[config.mk]
export PLATFORM = sky130hd
export DESIGN_NAME = integer_to_ascii_formatter_core
export DESIGN_NICKNAME = d
export VERILOG_FILES = /design/src/rtl/itoa_fmt_pkg.sv /design/src/rtl/itoa_fmt_sub_unit.sv /design/src/rtl/integer_to_ascii_formatter_core.sv
export VERILOG_INCLUDE_DIRS = /design/src /design/src/rtl
export SDC_FILE = /design/constraint.sdc
export NUM_CORES = 1
export LEC_CHECK = 0
export BUFFER_PORTS_ARGS = -buffer_cell sky130_fd_sc_hd__buf_2
export CORE_ASPECT_RATIO = 0.6
export CORE_MARGIN = 10
export CORE_UTILIZATION = 40
export CTS_CLUSTER_DIAMETER = 150
export CTS_CLUSTER_SIZE = 16
export DETAILED_ROUTE_END_ITERATION = 10
export PLACE_DENSITY_LB_ADDON = 0.08
export SYNTH_ARGS = -nofsm -noshare
export SYNTH_HDL_FRONTEND = slang
export SYNTH_SLANG_ARGS = --single-unit
[constraint.sdc]
create_clock -name clk -period 4.53 [get_ports clk]
set_input_delay 0.453 -clock clk [delete_from_list [all_inputs] [get_ports clk]]
set_output_delay 0.453 -clock clk [all_outputs]
set_load 0.01 [all_outputs]
[src/rtl/integer_to_ascii_formatter_core_defines.svh]
// Assertion macros for the integer-to-ASCII formatter.
`ifndef INTEGER_TO_ASCII_FORMATTER_CORE_DEFINES_SVH
`define INTEGER_TO_ASCII_FORMATTER_CORE_DEFINES_SVH

`ifndef SYNTHESIS

// Antecedent implies consequent in the same cycle.
`define ITOA_ASSERT_SAME(label, clk, rst, ante, cons) \
  label: assert property (@(posedge clk) disable iff (rst) (ante) |-> (cons)) \
    else $error("itoa formatter check failed");

// Antecedent implies consequent in the next cycle.
`define ITOA_ASSERT_NEXT(label, clk, rst, ante, cons) \
  label: assert property (@(posedge clk) disable iff (rst) (ante) |=> (cons)) \
    else $error("itoa formatter check failed");

`else

`define ITOA_ASSERT_SAME(label, clk, rst, ante, cons)
`define ITOA_ASSERT_NEXT(label, clk, rst, ante, cons)

`endif

`endif

[src/rtl/itoa_fmt_pkg.sv]
// Types, codes and character tables shared by the formatter modules.
package itoa_fmt_pkg;

  localparam logic [7:0] CMD_BIN = 8'd98;
  localparam logic [7:0] CMD_HEX = 8'd104;
  localparam logic [7:0] CMD_HEXP = 8'd120;
  localparam logic [7:0] CMD_DEC = 8'd100;
  localparam logic [7:0] CMD_UNS = 8'd117;

  localparam logic [7:0] CH_ZERO = 8'h30;
  localparam logic [7:0] CH_ONE = 8'h31;
  localparam logic [7:0] CH_X = 8'h78;
  localparam logic [7:0] CH_MINUS = 8'h2D;
  localparam logic [7:0] CH_UNDER = 8'h5F;
  localparam logic [7:0] HEX_ALPHA_OFS = 8'h27;

  localparam int UNK_HEAD_LEN = 17;
  localparam logic [4:0] UNK_CMD_POS = 5'(UNK_HEAD_LEN);
  localparam logic [4:0] UNK_LAST_POS = 5'(UNK_HEAD_LEN + 2);

  typedef enum logic [2:0] {
    ST_IDLE,
    ST_BIN,
    ST_XPRE,
    ST_HEX,
    ST_DEC,
    ST_UNK
  } state_t;

  typedef struct packed {
    logic        ge;
    logic [31:0] diff;
  } sub_res_t;

  function automatic logic [31:0] pow10(input logic [3:0] idx);
    logic [31:0] p;
    case (idx)
      4'd0:    p = 32'd1000000000;
      4'd1:    p = 32'd100000000;
      4'd2:    p = 32'd10000000;
      4'd3:    p = 32'd1000000;
      4'd4:    p = 32'd100000;
      4'd5:    p = 32'd10000;
      4'd6:    p = 32'd1000;
      4'd7:    p = 32'd100;
      4'd8:    p = 32'd10;
      default: p = 32'd1;
    endcase
    return p;
  endfunction

  function automatic logic [7:0] hex_char(input logic [3:0] nib);
    logic [7:0] c;
    c = CH_ZERO + {4'd0, nib};
    if (nib > 4'd9) begin
      c = c + HEX_ALPHA_OFS;
    end
    return c;
  endfunction

  // Fixed head of the unknown-format message.
  function automatic logic [7:0] unk_char(input logic [4:0] idx);
    logic [7:0] c;
    case (idx)
      5'd2:    c = "u";
      5'd3:    c = "n";
      5'd4:    c = "k";
      5'd5:    c = "n";
      5'd6:    c = "o";
      5'd7:    c = "w";
      5'd8:    c = "n";
      5'd10:   c = "f";
      5'd11:   c = "o";
      5'd12:   c = "r";
      5'd13:   c = "m";
      5'd14:   c = "a";
      5'd15:   c = "t";
      default: c = CH_UNDER;
    endcase
    return c;
  endfunction

endpackage

[src/rtl/itoa_fmt_sub_unit.sv]
// Shared compare-and-subtract unit for decimal digit extraction.
module itoa_fmt_sub_unit (
  input  logic [31:0]           rem,
  input  logic [3:0]            pow_idx,
  output itoa_fmt_pkg::sub_res_t res
);
  import itoa_fmt_pkg::*;

  logic [32:0] diff_full;

  assign diff_full = {1'b0, rem} - {1'b0, pow10(pow_idx)};
  assign res.ge = ~diff_full[32];
  assign res.diff = diff_full[31:0];

endmodule

[src/rtl/integer_to_ascii_formatter_core.sv]
// Top level of the integer-to-ASCII formatter: sequencer and output register.
`include "integer_to_ascii_formatter_core_defines.svh"

// One command formats one 32-bit value into a run of ASCII characters on
// out_char, one per strobe cycle, with last on the final character. The
// receiver cannot stall: every character is shown for exactly one cycle.
// A command is taken when start is high and busy is low; busy stays high
// until the final character appears. Decimal ('u', 'd') digits come from
// the single shared compare-and-subtract unit: each power of ten is
// subtracted from the remainder while it fits, and the count of
// subtractions is the digit for that position. The '-' of a negative 'd'
// value leaves in the cycle right after the transfer, while the first
// digit is still being worked out.
module integer_to_ascii_formatter_core (
  input  logic       clk,
  input  logic       rst,
  input  logic       start,
  output logic       busy,
  input  logic [7:0] command,
  input  logic [31:0] value,
  output logic       strobe,
  output logic [7:0] out_char,
  output logic       last
);
  import itoa_fmt_pkg::*;

  state_t      state, state_next;
  logic [31:0] rem, rem_next;
  logic [4:0]  idx, idx_next;
  logic [3:0]  q, q_next;
  logic        seen, seen_next;
  logic [7:0]  cmd, cmd_next;
  logic        strobe_next;
  logic [7:0]  out_char_next;
  logic        last_next;
  sub_res_t    sub_res;
  logic        accept;
  logic        pos_last;

  itoa_fmt_sub_unit u_sub (
    .rem     (rem),
    .pow_idx (idx[3:0]),
    .res     (sub_res)
  );

  assign busy = (state != ST_IDLE);
  assign accept = start && !busy;

  always_ff @(posedge clk) begin
    if (rst) begin
      state  <= ST_IDLE;
      strobe <= 1'b0;
      last   <= 1'b0;
    end else begin
      state  <= state_next;
      strobe <= strobe_next;
      last   <= last_next;
    end
    rem      <= rem_next;
    idx      <= idx_next;
    q        <= q_next;
    seen     <= seen_next;
    cmd      <= cmd_next;
    out_char <= out_char_next;
  end

  always_comb begin
    state_next    = state;
    rem_next      = rem;
    idx_next      = idx;
    q_next        = q;
    seen_next     = seen;
    cmd_next      = cmd;
    strobe_next   = 1'b0;
    out_char_next = out_char;
    last_next     = 1'b0;
    pos_last      = 1'b0;

    unique case (state)
      ST_IDLE: begin
        if (accept) begin
          rem_next  = value;
          idx_next  = 5'd0;
          q_next    = 4'd0;
          seen_next = 1'b0;
          cmd_next  = command;
          case (command)
            CMD_BIN: state_next = ST_BIN;
            CMD_HEX: state_next = ST_HEX;
            CMD_HEXP: begin
              strobe_next   = 1'b1;
              out_char_next = CH_ZERO;
              state_next    = ST_XPRE;
            end
            CMD_UNS: state_next = ST_DEC;
            CMD_DEC: begin
              state_next = ST_DEC;
              if (value[31]) begin
                strobe_next   = 1'b1;
                out_char_next = CH_MINUS;
                rem_next      = ~value + 32'd1;
              end
            end
            default: state_next = ST_UNK;
          endcase
        end
      end

      ST_BIN: begin
        pos_last      = (idx == 5'd31);
        strobe_next   = 1'b1;
        out_char_next = rem[31] ? CH_ONE : CH_ZERO;
        last_next     = pos_last;
        rem_next      = {rem[30:0], 1'b0};
        idx_next      = idx + 5'd1;
        if (pos_last) begin
          state_next = ST_IDLE;
        end
      end

      ST_XPRE: begin
        strobe_next   = 1'b1;
        out_char_next = CH_X;
        state_next    = ST_HEX;
      end

      ST_HEX: begin
        // Drop leading zero nibbles; the final nibble always shows.
        pos_last      = (idx == 5'd7);
        strobe_next   = seen || (rem[31:28] != 4'd0) || pos_last;
        out_char_next = hex_char(rem[31:28]);
        last_next     = pos_last;
        seen_next     = seen || (rem[31:28] != 4'd0);
        rem_next      = {rem[27:0], 4'd0};
        idx_next      = idx + 5'd1;
        if (pos_last) begin
          state_next = ST_IDLE;
        end
      end

      ST_DEC: begin
        if (sub_res.ge) begin
          rem_next = sub_res.diff;
          q_next   = q + 4'd1;
        end else begin
          // Digit settled: show it unless it is a leading zero.
          pos_last      = (idx == 5'd9);
          strobe_next   = seen || (q != 4'd0) || pos_last;
          out_char_next = CH_ZERO + {4'd0, q};
          last_next     = pos_last;
          seen_next     = seen || (q != 4'd0);
          q_next        = 4'd0;
          idx_next      = idx + 5'd1;
          if (pos_last) begin
            state_next = ST_IDLE;
          end
        end
      end

      ST_UNK: begin
        pos_last      = (idx == UNK_LAST_POS);
        strobe_next   = 1'b1;
        out_char_next = (idx == UNK_CMD_POS) ? cmd : unk_char(idx);
        last_next     = pos_last;
        idx_next      = idx + 5'd1;
        if (pos_last) begin
          state_next = ST_IDLE;
        end
      end

      default: state_next = ST_IDLE;
    endcase
  end

  `ITOA_ASSERT_SAME(a_last_frees, clk, rst, strobe && last, !busy)
  `ITOA_ASSERT_SAME(a_mid_busy, clk, rst, strobe && !last, busy)
  `ITOA_ASSERT_NEXT(a_take_busy, clk, rst, start && !busy, busy)

endmodule

[After elaboration in Yosys (flattened, before gate mapping)]
Memories as Yosys holds them, arrays and structs flattened. A register that Yosys moved wholly into a read port is not among the register bits.
Index checks and enable logic that the tools add are counted.
Storage, ports and cells
  flip-flop bits (word level): 63
  ROM bits: 576
  input port bits: 43
  memories kept: 2
Memory list
  (name not given): words 16, bits a word 30, rd ports 1, clocked after Yosys merged registers in 1, write ports 0, line itoa_fmt_pkg.sv:37  | case (idx)
  (name not given): words 16, bits a word 6, rd ports 1, clocked after Yosys merged registers in 1, write ports 0, line itoa_fmt_pkg.sv:64  | case (idx)
Operators by class
  add/subtract/negate cells: 7
  order comparisons: 1
  eq/ne operators: 24
  muxes and demuxes: 40
  bitwise gates (word level): 1
  reduce and logical (&&, ||, !) cells: 25
Operator list (number)
  $mux 32: 4
  $pmux 32 s4: 1
  $mux 8: 6
  $pmux 8 s6: 1
  $eq 8x7->1 const B: 5
  $sub 32x32->33: 1
  $add 32x1->32 const B: 1
  $not 32->32: 1
  $mux 3: 6
  $pmux 3 s6: 1
  $mux 4: 4
  $pmux 8 s2: 1
  $eq 5x5->1 const B: 3
  $pmux 5 s3: 1
  $add 6x4->7 const A: 2
  $ne 2x2->1 const B: 6
  $pmux 3 s4: 1
  $reduce_bool 4->1: 3
  $mux 5: 2
  $reduce_and 3->1: 3
  $reduce_bool 3->1: 3
  $add 7x6->8 const B: 1
  $pmux 1 s4: 2
  $pmux 4 s2: 1
  other kinds (25): 38

[Logic depth before layout (Yosys ltp)]
  word-level depth: 6
  mapped depth: 16
  gate-level depth less buffers: 15

[By module]
A second synthesis with hierarchy kept.
Unflattened totals
  cells, all modules: 791
  area, all modules: 6732.7 um^2
By module, submodules not included
  integer_to_ascii_formatter_core: instances 1, cells each 501, area each 4753.3 um^2, seq. area each 1961.9 um^2
  itoa_fmt_sub_unit: instances 1, cells each 290, area each 1979.4 um^2, seq. area each 0.0 um^2

[Worst setup path before layout]
Ideal clock, no wire load.
  kind: register to register
  from: register rem[29]
  to: register rem[0], enable pin
  library setup time: 0.466 ns
  data arrival time: 4.129 ns
  data required time: 4.064 ns
  setup slack: -0.064 ns
  cell stages (with the launch flop): 10
  clock period less this slack: 4.594 ns
  path through: edfxtp_1 ha_1 clkbuf_1 nand3_1 nor4_1 o211ai_1 nand2_1 nand2_1 a2bb2oi_1 o21ai_0
Between the ends
  cells in the longest elaborated chain, start to end: 3
RTL lines
  from (decl): line integer_to_ascii_formatter_core.sv:28  | logic [31:0] rem, rem_next;
  from (signal assigned): line integer_to_ascii_formatter_core.sv:59  | rem <= rem_next;
  $sub 32x32->33: line itoa_fmt_sub_unit.sv:11  | assign diff_full = {1'b0, rem} - {1'b0, pow10(pow_idx)};
  $ne 2x2->1 (no source line)
  $reduce_and 3->1 (no source line)
No other way between the ends.
A chain may end at the register's enable or synchronous reset.

==> metrics.csv <==
metric,value,unit
initial antenna violation count,0,
crit path time final,4.23,ns
Layout fillers,1771,
post-synthesis adder-cell area fraction,0.0832,
Synth Area in Compound Gates,0.238,
drt pass-1 iters,5,
vias,6831,
worst slack at placement,0.369,ns
CP Capture Type,flip-flop,
DIE AREA,24300,um2
Vias per Instance,6.06,
register area share after synthesis,0.331,
Worst slew margin,0.329,
hold endpoint,cmd[7]$_DFFE_PP_,
die height,125,um
"most used cell, CP",inv_1,
post_cts resized,0,
Net Switching,3.40,mW
max-cap viol count,0,
Total GRT Usage,0.199,
CP Max Fanout,8,
Power Internal,3.39,mW
switching part of the total,0.500,
CP Cell Sequence,"inv_1, ha_1, inv_1, fa_1, a211oi_1, nor2_1, o311a_1, o211ai_1, a31o_1, mux2i_1, inv_1, ha_1, inv_1, mux2i_1, mux2i_1",
DR iter-0 viols,733,
Pwr per Cell Area,835,nW/um2
Main synth FF type,edfxtp_1,
Setup Skew,0.0139,ns
Setup crit start kind,flip-flop,
Initial Util,0.406,
row cnt,38,
Synth top area share,0.238,
status,"complete, no violations",
Reg2Reg Depth,15,
"EDFF count, synth",58,
Final GP Congestion,0.921,
Reg power frac,0.262,
clk_lat worst skew,0.35,ns
CTS Root Cell,clkbuf_16,
actual slew at the worst max-slew pin,1.01,ns
Inst Count DP,1112,
Peak VDD IR,0.258,mV
Setup CP Type,flip-flop to flip-flop,
Hold Path Class,primary input to flip-flop,
Post-Route WL,25000,um
crit path DAT,4.51,ns
Hold Path Depth,1,
Final #Nets,974,
post-route worst setup slack,0.301,ns
CTS H-Tree Depth,3,
routed len/inst,22.2,um
minimum setup slack among reg-to-reg paths,0.30,ns
CP required,4.81,ns
logic gate share of total power,0.623,
max-slew violation count,0,
final core occ,0.451,
layout cells sized above 1,0.116,
Remaining DRCs,0,
Worst-path clk slew,0.07,ns
Hold Startpoint,command[7],
Boundary Pins,54,
final hold violations,0,
Die Wd,195,um
Post-Synth XOR/XNOR Area,0.0599,
Leak,3.19,nW
fraction of registers with async set/reset,0,
"Cell Area, Synth",7310,um2
DP HPWL,19400,um
worst r2r src,rem[0]$_DFFE_PP_,
"top cells by area, synth","edfxtp_1 (24%), dfxtp_1 (9.3%), ha_1 (8.0%)",
clock share of power,0.115,
fmax,236,MHz
total gr overflow,0,
Mapped Cells,846,
first-pass GRT wire length,38700,um
crit share post-route,0.933,
Netlist cell types,78,
slowest CP cell,mux2i_1,
area grow syn2layout,11.2,%
IO Port Bufs,53,
clock buffer depth,2,
Synth Area in Simple Gates,0.169,
final setup fails,0,
Ant. Diodes,0,
largest family of logic cells by synthesized area,compound AO/OA/AOI/OAI gates,
mux share of post-synthesis cell area,0.0657,
post-route insts no fill,1128,
RSZ-0062 raised after global routing,no,
Ys Warns,0,
syn_nets,937,
hold-fix buffer count after cts,0,
total clock sinks,92,
setup TNS,0,ns
vias in the first global route,6563,
"area leader, netlist",edfxtp_1,
post-route ant nets,0,
core area,18000,um2
total CTS buffers,9,
largest net degree at the start of global routing,36,
postcts setup bufs,0,
Seq cells post-synth,92,
CTS tree,yes,
crit-path max cell delay,0.65,ns
Syn Area/Cell,8.64,um2
[worst max path at each step]
stage	cells past startpoint	endpoint	slack, ns	startpoint
detailed placement	14	flip-flop	0.37	rem[0]$_DFFE_PP_
CTS	15	flip-flop	0.33	rem[0]$_DFFE_PP_
floorplan	9	rem[0]$_DFFE_PP_	0.80	rem[29]$_DFFE_PP_
global placement	13	flip-flop	0.54	rem[0]$_DFFE_PP_
global route	15	flip-flop	0.03	rem[0]$_DFFE_PP_
finish	15	flip-flop	0.30	rem[0]$_DFFE_PP_
[metal layers]
layer | up-vias | track usage | wire (um)
li1 | 3215 | - | -
met1 | 3299 | 0.312 | 12900
met2 | 298 | 0.278 | 10100
met3 | 19 | 0.0282 | 1760
met4 | 0 | 0.0324 | 233
met5 | - | 0 | 0
[cell type report]
| cell class | count | area, um2 | area share |
|---|---|---|---|
| tap | 240 | 300 | 0.0369 |
| inverter | 55 | 206 | 0.0254 |
| clock inverter | 7 | 70.1 | 0.00862 |
| multi-input combinational | 656 | 4520 | 0.556 |
| timing repair buffer | 69 | 385 | 0.0474 |
| sequential | 92 | 2420 | 0.298 |
| clock buffer | 9 | 225 | 0.0277 |
[kinds of logic after synthesis]
logic type               after synthesis
flip-flops                            92
XOR/XNOR                              50
AO/OA/AOI/OAI                        258
AND/OR/NAND/NOR                      254
buffers and inverters                 98
multiplexers                          46
adder cells (fa/ha/maj)               48
[critical path: cells and delay by family, from the launching register on]
| kind | cells | cell delay, ns |
|---|---|---|
| AO/OA/AOI/OAI | 4 | 1.32 |
| adder cells (fa/ha/maj) | 3 | 0.91 |
| buffers and inverters | 4 | 0.48 |
| flip-flops | 1 | 0.42 |
| multiplexers | 3 | 0.88 |
| AND/OR/NAND/NOR | 1 | 0.13 |
[power by group through the flow]
stage                     clock, mW  combinational (mW)  sequential, mW
after global placement            0                4.09            1.78
after global routing          0.829                4.69            1.81
after CTS                     0.799                4.16            1.77
final                         0.783                4.23            1.78
after detailed placement          0                4.13            1.78
after floorplan                   0                3.13            1.57
[cells in the mapped netlist, types with 14 or more instances]
master     n
o21a_1    14
o21ai_0   39
dfxtp_1   34
xor2_1    21
nor3_1    19
nand2_1   66
clkbuf_1  29
mux2i_1   41
edfxtp_1  58
nor2_1    80
inv_1     53
nand3_1   19
a21oi_1   59
ha_1      47
o22ai_1   14
a21o_1    17
xnor2_1   29
[per-stage QoR]
| stage | area [um2] | power (mW) | hold slack (ns) |
|---|---|---|---|
| after global routing | 8130 | 7.33 | 0.302 |
| after global placement | 7830 | 5.87 | 0.535 |
| after CTS | 8130 | 6.73 | 0.309 |
| after detailed placement | 7830 | 5.91 | 0.530 |
| final | 8130 | 6.79 | 0.318 |
| after floorplan | 7310 | 4.70 | 0.519 |
[layout by cell type, fill, tap and decap left out, drive strengths merged, types with 6 or more instances in the layout]
master / instances
dfxtp: 34
or3: 12
o221ai: 13
nor4: 7
a31oi: 7
nand3: 19
a211oi: 7
clkbuf: 9
o211ai: 7
o22ai: 14
xnor2: 29
nor2: 80
o31ai: 11
and3: 10
inv: 59
o21bai: 9
o21ai: 52
nand2b: 7
ha: 47
nand2: 67
xor2: 21
a21o: 17
nor3: 19
a221oi: 6
a21oi: 59
edfxtp: 58
o21a: 14
buf: 69
mux2i: 43
(Power assumes the default switching activity.)
